**src/gef_pkg.sv**
```systemverilog
// ----------------------------------------------------------------------------
// gef_pkg
// Shared types, number formats, weights and limits for the estimate fusion.
// ----------------------------------------------------------------------------
package gef_pkg;

    // distance format: signed, FRAC_BITS fraction bits
    localparam int DIST_W    = 24;
    localparam int FRAC_BITS = 16;
    localparam int Q16_W     = 16;
    localparam int RULE_W    = 4;

    // 1e-4 floor in distance lsbs, never below one lsb
    localparam int FLOOR_RAW = ((1 << FRAC_BITS) + 5000) / 10000;
    localparam int FLOOR_Q   = (FLOOR_RAW < 1) ? 1 : FLOOR_RAW;

    typedef logic signed [DIST_W-1:0] t_dist;
    typedef logic [Q16_W-1:0]         t_q16;
    typedef logic [RULE_W-1:0]        t_rule;

    localparam t_dist FLOOR_DIST = DIST_W'(FLOOR_Q);

    // blend weights, Q0.16, each pair sums to one
    localparam t_q16 W_58 = 16'd38011;
    localparam t_q16 W_42 = 16'd27525;
    localparam t_q16 W_72 = 16'd47186;
    localparam t_q16 W_28 = 16'd18350;
    localparam t_q16 W_62 = 16'd40632;
    localparam t_q16 W_38 = 16'd24904;
    localparam t_q16 W_54 = 16'd35389;
    localparam t_q16 W_46 = 16'd30147;

    // agreement limits, Q0.16
    localparam t_q16 GAP_36   = 16'd23593;
    localparam t_q16 RATIO_16 = 16'd10486;
    localparam t_q16 GAP_45   = 16'd29491;
    localparam t_q16 RATIO_18 = 16'd11796;
    localparam t_q16 GAP_42   = 16'd27525;
    localparam t_q16 GAP_55   = 16'd36045;
    localparam t_q16 RATIO_22 = 16'd14418;

    // rule codes
    localparam t_rule RULE_NONE       = 4'd0;
    localparam t_rule RULE_BOTH       = 4'd1;
    localparam t_rule RULE_FOOT_REG   = 4'd2;
    localparam t_rule RULE_SCALE_PRI  = 4'd3;
    localparam t_rule RULE_SCALE_FOOT = 4'd4;
    localparam t_rule RULE_SCALE_REG  = 4'd5;
    localparam t_rule RULE_PRI_FOOT   = 4'd6;
    localparam t_rule RULE_PRI_REG    = 4'd7;
    localparam t_rule RULE_PRI_GRD    = 4'd8;
    localparam t_rule RULE_LAST       = RULE_PRI_GRD;

    typedef struct packed {
        logic signed [DIST_W-1:0] foot_est;
        logic                     foot_ok;
        logic signed [DIST_W-1:0] grounded_est;
        logic                     grounded_ok;
        logic signed [DIST_W-1:0] region_est;
        logic                     region_ok;
        logic signed [DIST_W-1:0] scale_est;
        logic                     scale_ok;
        logic signed [DIST_W-1:0] prior_est;
        logic                     prior_ok;
        logic                     foot_region_agree;
    } t_in_item;

    typedef struct packed {
        logic signed [DIST_W-1:0] fused_ref;
        logic                     fused_ok;
        logic [RULE_W-1:0]        rule_taken;
    } t_out_item;

endpackage

```
**src/gef_agree.sv**
```systemverilog
// ----------------------------------------------------------------------------
// gef_agree
// Three-stage agreement test: absolute gap and gap relative to the floored
// larger value, the ratio done by cross multiplication.
// ----------------------------------------------------------------------------
module gef_agree
    import gef_pkg::*;
(
    input  logic       i_clk,
    input  logic [2:0] i_en,
    input  t_dist      i_a,
    input  t_dist      i_b,
    input  t_q16       i_gap,
    input  t_q16       i_ratio,
    output logic       o_ok
);

    localparam int LHS_W  = DIST_W + Q16_W;
    localparam int GAP_W  = Q16_W + FRAC_BITS + 1;
    localparam int CMP_W  = (LHS_W > GAP_W) ? LHS_W : GAP_W;
    localparam int M_W    = DIST_W - 1;
    localparam int PROD_W = Q16_W + M_W;

    logic signed [DIST_W:0] w_diff;
    logic [DIST_W:0]        w_abs;
    t_dist                  w_max;
    t_dist                  w_mfl;
    logic [DIST_W-1:0]      r_d;
    logic [M_W-1:0]         r_m;
    logic [DIST_W-1:0]      r_d2;
    logic                   r_gap_ok;
    logic [PROD_W-1:0]      r_prod;
    logic [CMP_W-1:0]       w_lhs_cmp;
    logic [CMP_W-1:0]       w_gap_lim;
    logic [LHS_W-1:0]       w_lhs2;

    // stage a: gap magnitude and floored larger value
    always_comb begin
        w_diff = {i_a[DIST_W-1], i_a} - {i_b[DIST_W-1], i_b};
        w_abs  = w_diff[DIST_W] ? (DIST_W+1)'(-w_diff) : w_diff;
        w_max  = (i_a > i_b) ? i_a : i_b;
        w_mfl  = (w_max < FLOOR_DIST) ? FLOOR_DIST : w_max;
    end

    always_ff @(posedge i_clk) begin
        if (i_en[0]) begin
            r_d <= w_abs[DIST_W-1:0];
            r_m <= w_mfl[M_W-1:0];
        end
    end

    // stage b: absolute gap check and ratio product
    always_comb begin
        w_lhs_cmp = CMP_W'({r_d, {Q16_W{1'b0}}});
        w_gap_lim = CMP_W'(i_gap) << FRAC_BITS;
    end

    always_ff @(posedge i_clk) begin
        if (i_en[1]) begin
            r_d2     <= r_d;
            r_gap_ok <= (w_lhs_cmp <= w_gap_lim);
            r_prod   <= PROD_W'(i_ratio) * PROD_W'(r_m);
        end
    end

    // stage c: relative gap check
    assign w_lhs2 = {r_d2, {Q16_W{1'b0}}};

    always_ff @(posedge i_clk) begin
        if (i_en[2]) begin
            o_ok <= r_gap_ok && (w_lhs2 <= LHS_W'(r_prod));
        end
    end

endmodule

```
**config.mk**
```make
export PLATFORM = sky130hd
export DESIGN_NAME = gef_agree
export DESIGN_NICKNAME = d
export VERILOG_FILES = /design/src/gef_pkg.sv /design/src/gef_agree.sv
export SDC_FILE = /design/constraint.sdc
export NUM_CORES = 1
export LEC_CHECK = 0
export BUFFER_PORTS_ARGS = -buffer_cell sky130_fd_sc_hd__buf_2
export CAP_MARGIN = 20
export CORE_AREA = 2 2 197 199
export DETAILED_ROUTE_END_ITERATION = 10
export DIE_AREA = 0 0 199 201
export MAX_ROUTING_LAYER = met4
export PLACE_DENSITY = 0.75
export SLEW_MARGIN = 20
export SYNTH_ARGS = -nofsm -noshare
export SYNTH_HDL_FRONTEND = slang
export SYNTH_SLANG_ARGS = --single-unit
```
**constraint.sdc**
```tcl
create_clock -name i_clk -period 8.8 [get_ports i_clk]
set_clock_uncertainty 0.15 [all_clocks]
set_input_delay 1.32 -clock i_clk [delete_from_list [all_inputs] [get_ports i_clk]]
set_output_delay 1.32 -clock i_clk [all_outputs]
set_load 0.1 [all_outputs]
```
==> flow_summary.ini <==
[timing]
fin_tns_setup_ns = 0
slew_headroom = 0.374
slew_viol_final = 0
fin_crit_ns = 7.69
period_share = 0.874
rsz0062_at_grt = no
worstMarginPinSlew_ns = 0.939
hold_viol = 0
setup_violations = 0
fmax_mhz = 130

[floorplanning]
chipHeight_um = 201
ios = 85
die_width_um = 199
rows = 72
dieArea_um2 = 40000
core_area_um2 = 38100
initial_core_util = 0.492

[logic_synthesis]
yosys.area_share.simple = 0.167
synth_nets = 2567
synthFlopType = edfxtp_1
yosysWarnings = 0
ys_types = 72
syn_avg_cell_area_um2 = 9.30
synth.ff_latch_count = 112
synth-xor-area-share = 0.0331
synthAdderAreaFrac = 0.430
synth_edf_count = 112
yosysSeqAreaShare = 0.180
syn_area_um2 = 18700
syn_inst = 2015
synth_compound_area_frac = 0.0868
synth_top_family_by_area = adder cells
synthMuxAreaShare = 0.00387
async_flop_share = 0

[finish]
drive_gt1_frac = 0.0593
utilization = 0.520
area_growth_pct = 5.73
antenna_cells = 0
nNetsFinal = 2589
final_common_cell = inv_1
layoutNonFillerInstCount = 2560
final_cell_mix = 417 x inv_1, 293 x fa_1, 251 x nand2_1

[cts]
cts_tree = yes
post_cts_resized = 0
cts.path.max_buffers = 2
postCtsHoldBufs = 0
cts.clk_slew.worst_paths_ns = 0.07
cts.sinks = 112
clock-root-buffer = clkbuf_16
cts_buffers = 9
post_cts_buffers = 0
clock_latency_ns = 0.35
htree_levels = 3

[setup_path]
crit_type = input pin to register
crit_fanout = 23
worstPathRequired_ns = 8.75
worstSetupEndpointType = register
cp.arrival_ns = 7.64
startpoint_type = input pin

[worst_hold_path]
min-delay-path-class = register to register

[detailed_routing]
drcViolationCount = 0
drt-pass1-iter-count = 6
wl_per_cell_um = 17.8
postRouteAntennaNets = 0
drt_iter0_markers = 706
vias_per_cell = 5.44
routed_wl_um = 45700
vias = 13935

[global_route]
grt_max_degree = 65
antenna_found_initial = 0
grt_pass1_vias = 14736
grt_overflow = 0
gr-usage-all-layers = 0.247
grt_pass1_wl_um = 74900

[flow_run]
cap_violations = 0

[placed_design]
portBuffers = 84
gp_congestion = 0.989
dp_hpwl_um = 36800
dp.cells = 2544

[run_status]
outcome = finished, final reports clean
## flip-flops by register name, indices dropped and copies added (netlist names)
register,count
r_d2,24
r_gap_ok,1
r_prod,39
r_m,23
o_ok,1
r_d,24
## cell families (layout without fill, tap and decap cells)
logic type,after synthesis,count (layout)
compound gates,242,242
flops,112,112
buf+inv,492,519
xor+xnor,70,70
fa+ha+maj,468,468
mux,7,7
simple gates,624,624
## per-layer routing
metal | global-route usage | wire [um]
met5 | - | 0
met4 | 0.0784 | 1330
met3 | 0.0284 | 2230
met2 | 0.422 | 23300
met1 | 0.306 | 18800
## cell type report
| cell class | instances | area [um^2] |
|---|---|---|
| flip-flops and latches | 112 | 3360 |
| clock inverters | 7 | 56.3 |
| inverters | 417 | 1570 |
| well taps | 518 | 648 |
| fillers | 3503 | 18300 |
| multi-input cells | 1411 | 13500 |
| repair buffers | 86 | 438 |
| clock buffers | 9 | 225 |
## synthesized netlist by cell type (all sizes together) (4+ instances only)
| cell type | n | area, um^2 |
|---|---|---|
| a221oi | 6 | 70.1 |
| xnor2 | 50 | 445 |
| nor2 | 51 | 191 |
| or3 | 4 | 30.0 |
| fa | 293 | 5870 |
| edfxtp | 112 | 3360 |
| nand2 | 251 | 942 |
| nor2b | 10 | 62.6 |
| a31oi | 7 | 43.8 |
| a21oi | 64 | 324 |
| o21ai | 55 | 275 |
| o21a | 12 | 90.1 |
| a211oi | 4 | 35.0 |
| o2111ai | 4 | 41.3 |
| or4 | 5 | 41.3 |
| nand4 | 19 | 119 |
| xor2 | 20 | 175 |
| inv | 417 | 1570 |
| and3 | 5 | 31.3 |
| nand3 | 40 | 200 |
| ha | 175 | 2190 |
| buf | 5 | 31.3 |
| nand4b | 4 | 35.0 |
| and2 | 158 | 988 |
| nand2b | 32 | 200 |
| o21bai | 7 | 52.6 |
| nor3 | 13 | 70.1 |
| a21o | 40 | 300 |
| o31ai | 10 | 88.8 |
| o211ai | 8 | 60.1 |
| nor4 | 18 | 113 |
| mux2i | 5 | 50.1 |
| clkbuf | 70 | 263 |
## through the flow
| step | hold slack [ns] | cell area [um^2] | setup slack [ns] |
|---|---|---|---|
| 3_5_place_dp | 0.275 | 19500 | 0.856 |
| 3_3_place_gp | 0.274 | 19500 | 0.920 |
| 5_1_grt | 0.308 | 19800 | 0.762 |
| 6_report | 0.290 | 19800 | 1.11 |
| 4_1_cts | 0.290 | 19800 | 1.18 |
| 2_1_floorplan | 0.267 | 18700 | 1.52 |
## path summary, 6_finish.rpt
kind	from	endpoint	slack (ns)	depth (start not counted)
max	i_ratio[6]	r_prod[36]	1.11	21
min reg2reg	r_d[16]	r_d2[16]	0.29	0
max reg2reg	r_m[9]	r_prod[36]	1.49	19
min	r_d[16]	r_d2[16]	0.29	0
## critical path: stages
cell	delay, ns
buf_2	0.23
and2_1	0.23
fa_1	0.54
inv_1	0.06
fa_1	0.55
fa_1	0.43
fa_1	0.49
inv_1	0.06
fa_1	0.53
inv_1	0.06
fa_1	0.54
inv_1	0.04
ha_1	0.38
nand4_1	0.10
a21oi_1	0.18
o211ai_1	0.19
o21ai_0	0.49
a21oi_1	0.21
o31ai_1	0.59
nor4b_1	0.12
a211o_1	0.28
Power is left out: the tool's default activity adds up to more than one toggle a clock period on the data nets, which glitch-free logic cannot reach.
