File: config.mk
export PLATFORM = sky130hd
export DESIGN_NAME = gef_blend
export DESIGN_NICKNAME = d
export VERILOG_FILES = /design/src/gef_pkg.sv /design/src/gef_blend.sv
export SDC_FILE = /design/constraint.sdc
export NUM_CORES = 2
export LEC_CHECK = 0
export ABC_AREA = 1
export BUFFER_PORTS_ARGS = -buffer_cell sky130_fd_sc_hd__buf_4
export CAP_MARGIN = 10
export CORE_ASPECT_RATIO = 1.75
export CORE_UTILIZATION = 55
export CTS_CLUSTER_DIAMETER = 100
export DETAILED_ROUTE_END_ITERATION = 10
export PLACE_DENSITY = 0.83
export SLEW_MARGIN = 10
export SYNTH_ARGS = -nofsm -noshare
export SYNTH_HDL_FRONTEND = slang
export SYNTH_SLANG_ARGS = --single-unit
File: constraint.sdc
create_clock -name i_clk -period 12.85 [get_ports i_clk]
set_input_delay 2.57 -clock i_clk [delete_from_list [all_inputs] [get_ports i_clk]]
set_output_delay 2.57 -clock i_clk [all_outputs]
set_load 0.02 [all_outputs]
File: src/gef_pkg.sv
// ----------------------------------------------------------------------------
// gef_pkg
// Shared types, number formats, weights and limits for the estimate fusion.
// ----------------------------------------------------------------------------
package gef_pkg;

    // distance format: signed, FRAC_BITS fraction bits
    localparam int DIST_W    = 24;
    localparam int FRAC_BITS = 16;
    localparam int Q16_W     = 16;
    localparam int RULE_W    = 4;

    // 1e-4 floor in distance lsbs, never below one lsb
    localparam int FLOOR_RAW = ((1 << FRAC_BITS) + 5000) / 10000;
    localparam int FLOOR_Q   = (FLOOR_RAW < 1) ? 1 : FLOOR_RAW;

    typedef logic signed [DIST_W-1:0] t_dist;
    typedef logic [Q16_W-1:0]         t_q16;
    typedef logic [RULE_W-1:0]        t_rule;

    localparam t_dist FLOOR_DIST = DIST_W'(FLOOR_Q);

    // blend weights, Q0.16, each pair sums to one
    localparam t_q16 W_58 = 16'd38011;
    localparam t_q16 W_42 = 16'd27525;
    localparam t_q16 W_72 = 16'd47186;
    localparam t_q16 W_28 = 16'd18350;
    localparam t_q16 W_62 = 16'd40632;
    localparam t_q16 W_38 = 16'd24904;
    localparam t_q16 W_54 = 16'd35389;
    localparam t_q16 W_46 = 16'd30147;

    // agreement limits, Q0.16
    localparam t_q16 GAP_36   = 16'd23593;
    localparam t_q16 RATIO_16 = 16'd10486;
    localparam t_q16 GAP_45   = 16'd29491;
    localparam t_q16 RATIO_18 = 16'd11796;
    localparam t_q16 GAP_42   = 16'd27525;
    localparam t_q16 GAP_55   = 16'd36045;
    localparam t_q16 RATIO_22 = 16'd14418;

    // rule codes
    localparam t_rule RULE_NONE       = 4'd0;
    localparam t_rule RULE_BOTH       = 4'd1;
    localparam t_rule RULE_FOOT_REG   = 4'd2;
    localparam t_rule RULE_SCALE_PRI  = 4'd3;
    localparam t_rule RULE_SCALE_FOOT = 4'd4;
    localparam t_rule RULE_SCALE_REG  = 4'd5;
    localparam t_rule RULE_PRI_FOOT   = 4'd6;
    localparam t_rule RULE_PRI_REG    = 4'd7;
    localparam t_rule RULE_PRI_GRD    = 4'd8;
    localparam t_rule RULE_LAST       = RULE_PRI_GRD;

    typedef struct packed {
        logic signed [DIST_W-1:0] foot_est;
        logic                     foot_ok;
        logic signed [DIST_W-1:0] grounded_est;
        logic                     grounded_ok;
        logic signed [DIST_W-1:0] region_est;
        logic                     region_ok;
        logic signed [DIST_W-1:0] scale_est;
        logic                     scale_ok;
        logic signed [DIST_W-1:0] prior_est;
        logic                     prior_ok;
        logic                     foot_region_agree;
    } t_in_item;

    typedef struct packed {
        logic signed [DIST_W-1:0] fused_ref;
        logic                     fused_ok;
        logic [RULE_W-1:0]        rule_taken;
    } t_out_item;

endpackage

File: src/gef_blend.sv
// ----------------------------------------------------------------------------
// gef_blend
// Two-stage weighted blend of two distances, rounded half up.
// ----------------------------------------------------------------------------
module gef_blend
    import gef_pkg::*;
(
    input  logic       i_clk,
    input  logic [1:0] i_en,
    input  t_dist      i_a,
    input  t_q16       i_wa,
    input  t_dist      i_b,
    input  t_q16       i_wb,
    output t_dist      o_res
);

    localparam int PROD_W = DIST_W + Q16_W + 1;
    localparam int SUM_W  = PROD_W + 1;

    logic signed [PROD_W-1:0] r_pa;
    logic signed [PROD_W-1:0] r_pb;
    logic signed [SUM_W-1:0]  w_sum;

    // stage p: weighted products
    always_ff @(posedge i_clk) begin
        if (i_en[0]) begin
            r_pa <= i_a * $signed({1'b0, i_wa});
            r_pb <= i_b * $signed({1'b0, i_wb});
        end
    end

    // stage s: sum, round and drop the weight fraction
    assign w_sum = SUM_W'(r_pa) + SUM_W'(r_pb) + SUM_W'(1 << (Q16_W - 1));

    always_ff @(posedge i_clk) begin
        if (i_en[1]) begin
            o_res <= w_sum[Q16_W +: DIST_W];
        end
    end

endmodule

==> impl_metrics.xml <==
<?xml version="1.0" encoding="UTF-8"?>
<metrics>
  <group name="status">
    <metric name="outcome" unit="">completed</metric>
  </group>
  <group name="global_routing">
    <metric name="first_global_vias" unit="">32400</metric>
    <metric name="met1_use_gr" unit="">0.312</metric>
    <metric name="grt_max_degree" unit="">76</metric>
    <metric name="grt_first_pass_wirelength" unit="mm">161</metric>
    <metric name="grt_util_met3" unit="">0.0359</metric>
    <metric name="overflow" unit="">0</metric>
    <metric name="number_of_antenna_violations_at_the_first_check_in_global_routing" unit="">0</metric>
    <metric name="grt-busiest-layer" unit="">met2</metric>
    <metric name="gr-usage-all-layers" unit="">0.314</metric>
    <metric name="grtUsageMet2" unit="">0.589</metric>
  </group>
  <group name="place">
    <metric name="place_congestion" unit="">1.04</metric>
    <metric name="io_buffers" unit="">106</metric>
    <metric name="hpwlAfterDp" unit="mm">84.1</metric>
  </group>
  <group name="floorplan">
    <metric name="design.die.area" unit="sq mm">0.0664</metric>
    <metric name="io-pin-count" unit="">107</metric>
    <metric name="rows" unit="">123</metric>
    <metric name="floorplan.initialDensity" unit="">0.557</metric>
    <metric name="die_width" unit="microns">195</metric>
    <metric name="core" unit="sq mm">0.0645</metric>
    <metric name="chipHeight" unit="microns">340</metric>
  </group>
  <group name="logic_synthesis">
    <metric name="synthesis.instances" unit="">4699</metric>
    <metric name="post_synth_num_cell_types" unit="">36</metric>
    <metric name="ys.warnings.count" unit="">0</metric>
    <metric name="synthSimpleGateAreaFrac" unit="">0.185</metric>
    <metric name="syn-mean-instance-area" unit="sq um">7.65</metric>
    <metric name="mappedNetlistNets" unit="">5797</metric>
    <metric name="ys_top_cells_by_area" unit="">sky130_fd_sc_hd__fa_1, sky130_fd_sc_hd__inv_1, sky130_fd_sc_hd__nand2_1, sky130_fd_sc_hd__ha_1, sky130_fd_sc_hd__edfxtp_1</metric>
    <metric name="post_synthesis_mux_area_share" unit="">0</metric>
    <metric name="synth-seq-cells" unit="">104</metric>
    <metric name="synth_sequential_area_ratio" unit="">0.0869</metric>
    <metric name="netlist.top_cell.by_area" unit="">sky130_fd_sc_hd__fa_1</metric>
    <metric name="post_synth_design_cell_area" unit="sq mm">0.0359</metric>
    <metric name="share_of_async_settable_or_async_resettable_flops_after_synthesis" unit="">0</metric>
    <metric name="ys_top_cells_by_count" unit="">sky130_fd_sc_hd__inv_1, sky130_fd_sc_hd__nand2_1, sky130_fd_sc_hd__fa_1</metric>
    <metric name="synth_top_family_by_area" unit="">adder cells</metric>
    <metric name="area_fraction_in_compound_gates_after_synthesis" unit="">0.0363</metric>
    <metric name="synth_edf_count" unit="">104</metric>
    <metric name="yosysMostFrequentCell" unit="">sky130_fd_sc_hd__inv_1</metric>
    <metric name="yosys_most_used_dff" unit="">sky130_fd_sc_hd__edfxtp_1</metric>
    <metric name="yosysTopAreaCellShare" unit="">0.415</metric>
    <metric name="synth_fa_ha_area_frac" unit="">0.509</metric>
    <metric name="synth_xor_xnor_area_share" unit="">0.0168</metric>
  </group>
  <group name="critical_path">
    <metric name="rr_endpoint" unit="">o_res[17]</metric>
    <metric name="rr_startpoint" unit="">r_pa[5]</metric>
    <metric name="crit_path_arrival_time" unit="ns">8.41</metric>
    <metric name="setup.worst_path.end" unit="">r_pb[35]</metric>
    <metric name="critPathSlowestCell" unit="">sky130_fd_sc_hd__fa_1</metric>
    <metric name="crit_path_end_kind" unit="">flop</metric>
    <metric name="critical_path.max_fanout" unit="">24</metric>
    <metric name="cp_slowest_stage_delay" unit="ns">0.82</metric>
    <metric name="worstPathRequired" unit="ns">12.96</metric>
    <metric name="critPathLaunchType" unit="">input port</metric>
    <metric name="rr_worst_depth" unit="">14</metric>
    <metric name="critical_path_origin" unit="">i_wb[2]</metric>
    <metric name="cp_cell_sequence" unit="">buf_4, nand2_1, fa_1, fa_1, inv_1, fa_1, fa_1, fa_1, inv_1, fa_1, inv_1, ha_1, nand2_1, nor2_1, inv_1, nor3_1, nand3_1, nand3_1, nand2_1</metric>
    <metric name="criticalPathCategory" unit="">in -&gt; reg</metric>
    <metric name="cell_type_with_the_highest_occurrence_count_on_the_critical_path" unit="">sky130_fd_sc_hd__fa_1</metric>
    <metric name="rrSetupSlack" unit="ns">10.04</metric>
  </group>
  <group name="final_layout">
    <metric name="n_fill_cell" unit="">5736</metric>
    <metric name="syn_to_final_growth" unit="%">4.26</metric>
    <metric name="drive_gt1_frac" unit="">0.0320</metric>
    <metric name="layout.nets" unit="">5755</metric>
    <metric name="postLayoutCoreUtil" unit="">0.581</metric>
    <metric name="n_antenna_cell" unit="">0</metric>
  </group>
  <group name="clock_network">
    <metric name="cts-root-to-sink-buffers" unit="">2</metric>
    <metric name="cts.hold.buffers_added" unit="">0</metric>
    <metric name="cts_tree" unit="">yes</metric>
    <metric name="post_cts_setup_driven_buffer_insertion_count" unit="">0</metric>
    <metric name="cts_inserted_buffers" unit="">9</metric>
    <metric name="post_cts_resize_count" unit="">0</metric>
    <metric name="clkSinkCount" unit="">104</metric>
    <metric name="clkTransAtPathRegs" unit="ns">0.08</metric>
    <metric name="cts_max_level" unit="">3</metric>
    <metric name="clock_tree.root_cell" unit="">sky130_fd_sc_hd__clkbuf_16</metric>
    <metric name="insertion_delay" unit="ns">0.39</metric>
  </group>
  <group name="worst_hold_path">
    <metric name="min-delay-path-class" unit="">reg -&gt; reg</metric>
    <metric name="timing.hold.worst.start" unit="">r_pb[39]</metric>
  </group>
  <group name="detailed_routing">
    <metric name="vias_per_cell" unit="">5.35</metric>
    <metric name="route.detailed.wl_per_inst" unit="microns">18.1</metric>
    <metric name="detailedRoute.firstPassIterationCount" unit="">6</metric>
    <metric name="ant_nets" unit="">0</metric>
    <metric name="detailroute.via_count" unit="">29300</metric>
    <metric name="wl" unit="mm">99.2</metric>
    <metric name="drt_iter0_markers" unit="">1666</metric>
    <metric name="drc_errors" unit="">0</metric>
  </group>
  <group name="sta">
    <metric name="fmax" unit="MHz">121</metric>
    <metric name="max-slew-margin-rel" unit="">0.377</metric>
    <metric name="final_hold_viol_count" unit="">0</metric>
    <metric name="grt_setup_unrepaired" unit="">no</metric>
    <metric name="final.setup_skew" unit="ns">0.0170</metric>
    <metric name="setup_viol_count_final" unit="">0</metric>
    <metric name="final.period_utilization" unit="">0.645</metric>
    <metric name="setup_total_negative_slack" unit="ns">0</metric>
    <metric name="final.min_clock_period" unit="ns">8.29</metric>
    <metric name="report.final.slew_viol_count" unit="">0</metric>
    <metric name="max_slew.worst_pin.slew" unit="ns">0.934</metric>
  </group>
  <group name="run">
    <metric name="maxCapViolCount" unit="">0</metric>
  </group>
</metrics>
-- sequential cells by signal, indices dropped and copies added (netlist names) --
name / flops
r_pa: 40
r_pb: 40
o_res: 24
-- how the worst min path moves through the flow --
stage	to	slack, ns	cells past startpoint
6_report	o_res[23]	0.93	5
5_1_grt	o_res[23]	1.00	5
4_1_cts	o_res[23]	0.95	5
3_5_place_dp	o_res[23]	0.95	5
3_3_place_gp	o_res[23]	0.92	5
2_1_floorplan	o_res[23]	0.74	5
-- per-layer routing --
layer | routed length, microns | share of wire | vias up
met3 | 5760 | 0.058 | 523
met1 | 31800 | 0.32 | 14200
met4 | 8590 | 0.087 | 0
li1 | - | - | 13300
met2 | 53100 | 0.53 | 1313
met5 | 0 | 0 | -
-- critical path, delay by kind of cell --
kind	cells	cell delay, ns
adder cells (fa/ha/maj)	7	3.70
AND/OR/NAND/NOR	7	1.27
buffers and inverters	5	0.86
-- kinds of logic after synthesis --
family,after synthesis
AO/OA/AOI/OAI,240
XOR/XNOR,69
adder cells (fa/ha/maj),1015
buffers and inverters,1588
flip-flops,104
AND/OR/NAND/NOR,1683
-- cell usage in the layout (no fill, tap or decap), types with 9 or more instances in the layout --
cell,instances
sky130_fd_sc_hd__a21oi_1,124
sky130_fd_sc_hd__buf_4,107
sky130_fd_sc_hd__clkbuf_16,9
sky130_fd_sc_hd__edfxtp_1,104
sky130_fd_sc_hd__fa_1,744
sky130_fd_sc_hd__ha_1,271
sky130_fd_sc_hd__inv_1,1427
sky130_fd_sc_hd__nand2_1,1319
sky130_fd_sc_hd__nand3_1,90
sky130_fd_sc_hd__nand4_1,27
sky130_fd_sc_hd__nor2_1,200
sky130_fd_sc_hd__nor3_1,11
sky130_fd_sc_hd__o21ai_0,71
sky130_fd_sc_hd__o21bai_1,18
sky130_fd_sc_hd__xnor2_1,19
sky130_fd_sc_hd__xor2_1,50
-- area by class of cell --
| type | instances | area, sq um | share of cell area |
|---|---|---|---|
| clock inverters | 7 | 87.6 | 0.00234 |
| flip-flops and latches | 104 | 3120 | 0.0834 |
| clock buffers | 9 | 225 | 0.00601 |
| multi-input cells | 3007 | 26800 | 0.717 |
| well taps | 812 | 1020 | 0.0271 |
| inverters | 1428 | 5360 | 0.143 |
| repair buffers | 107 | 803 | 0.0214 |
-- stage by stage --
stage	instances	hold WS [ns]	instance area [sq um]	setup WS, ns
floorplan	4699	0.745	35900	4.97
CTS	5474	0.951	37500	4.62
global route	5474	1.00	37500	4.39
detailed placement	5458	0.947	37100	4.23
global placement	5458	0.920	37100	4.37
finish	5474	0.933	37500	4.56
Power is left out: the tool's default activity adds up to more than one toggle a clock period on the data nets, which glitch-free logic cannot reach.
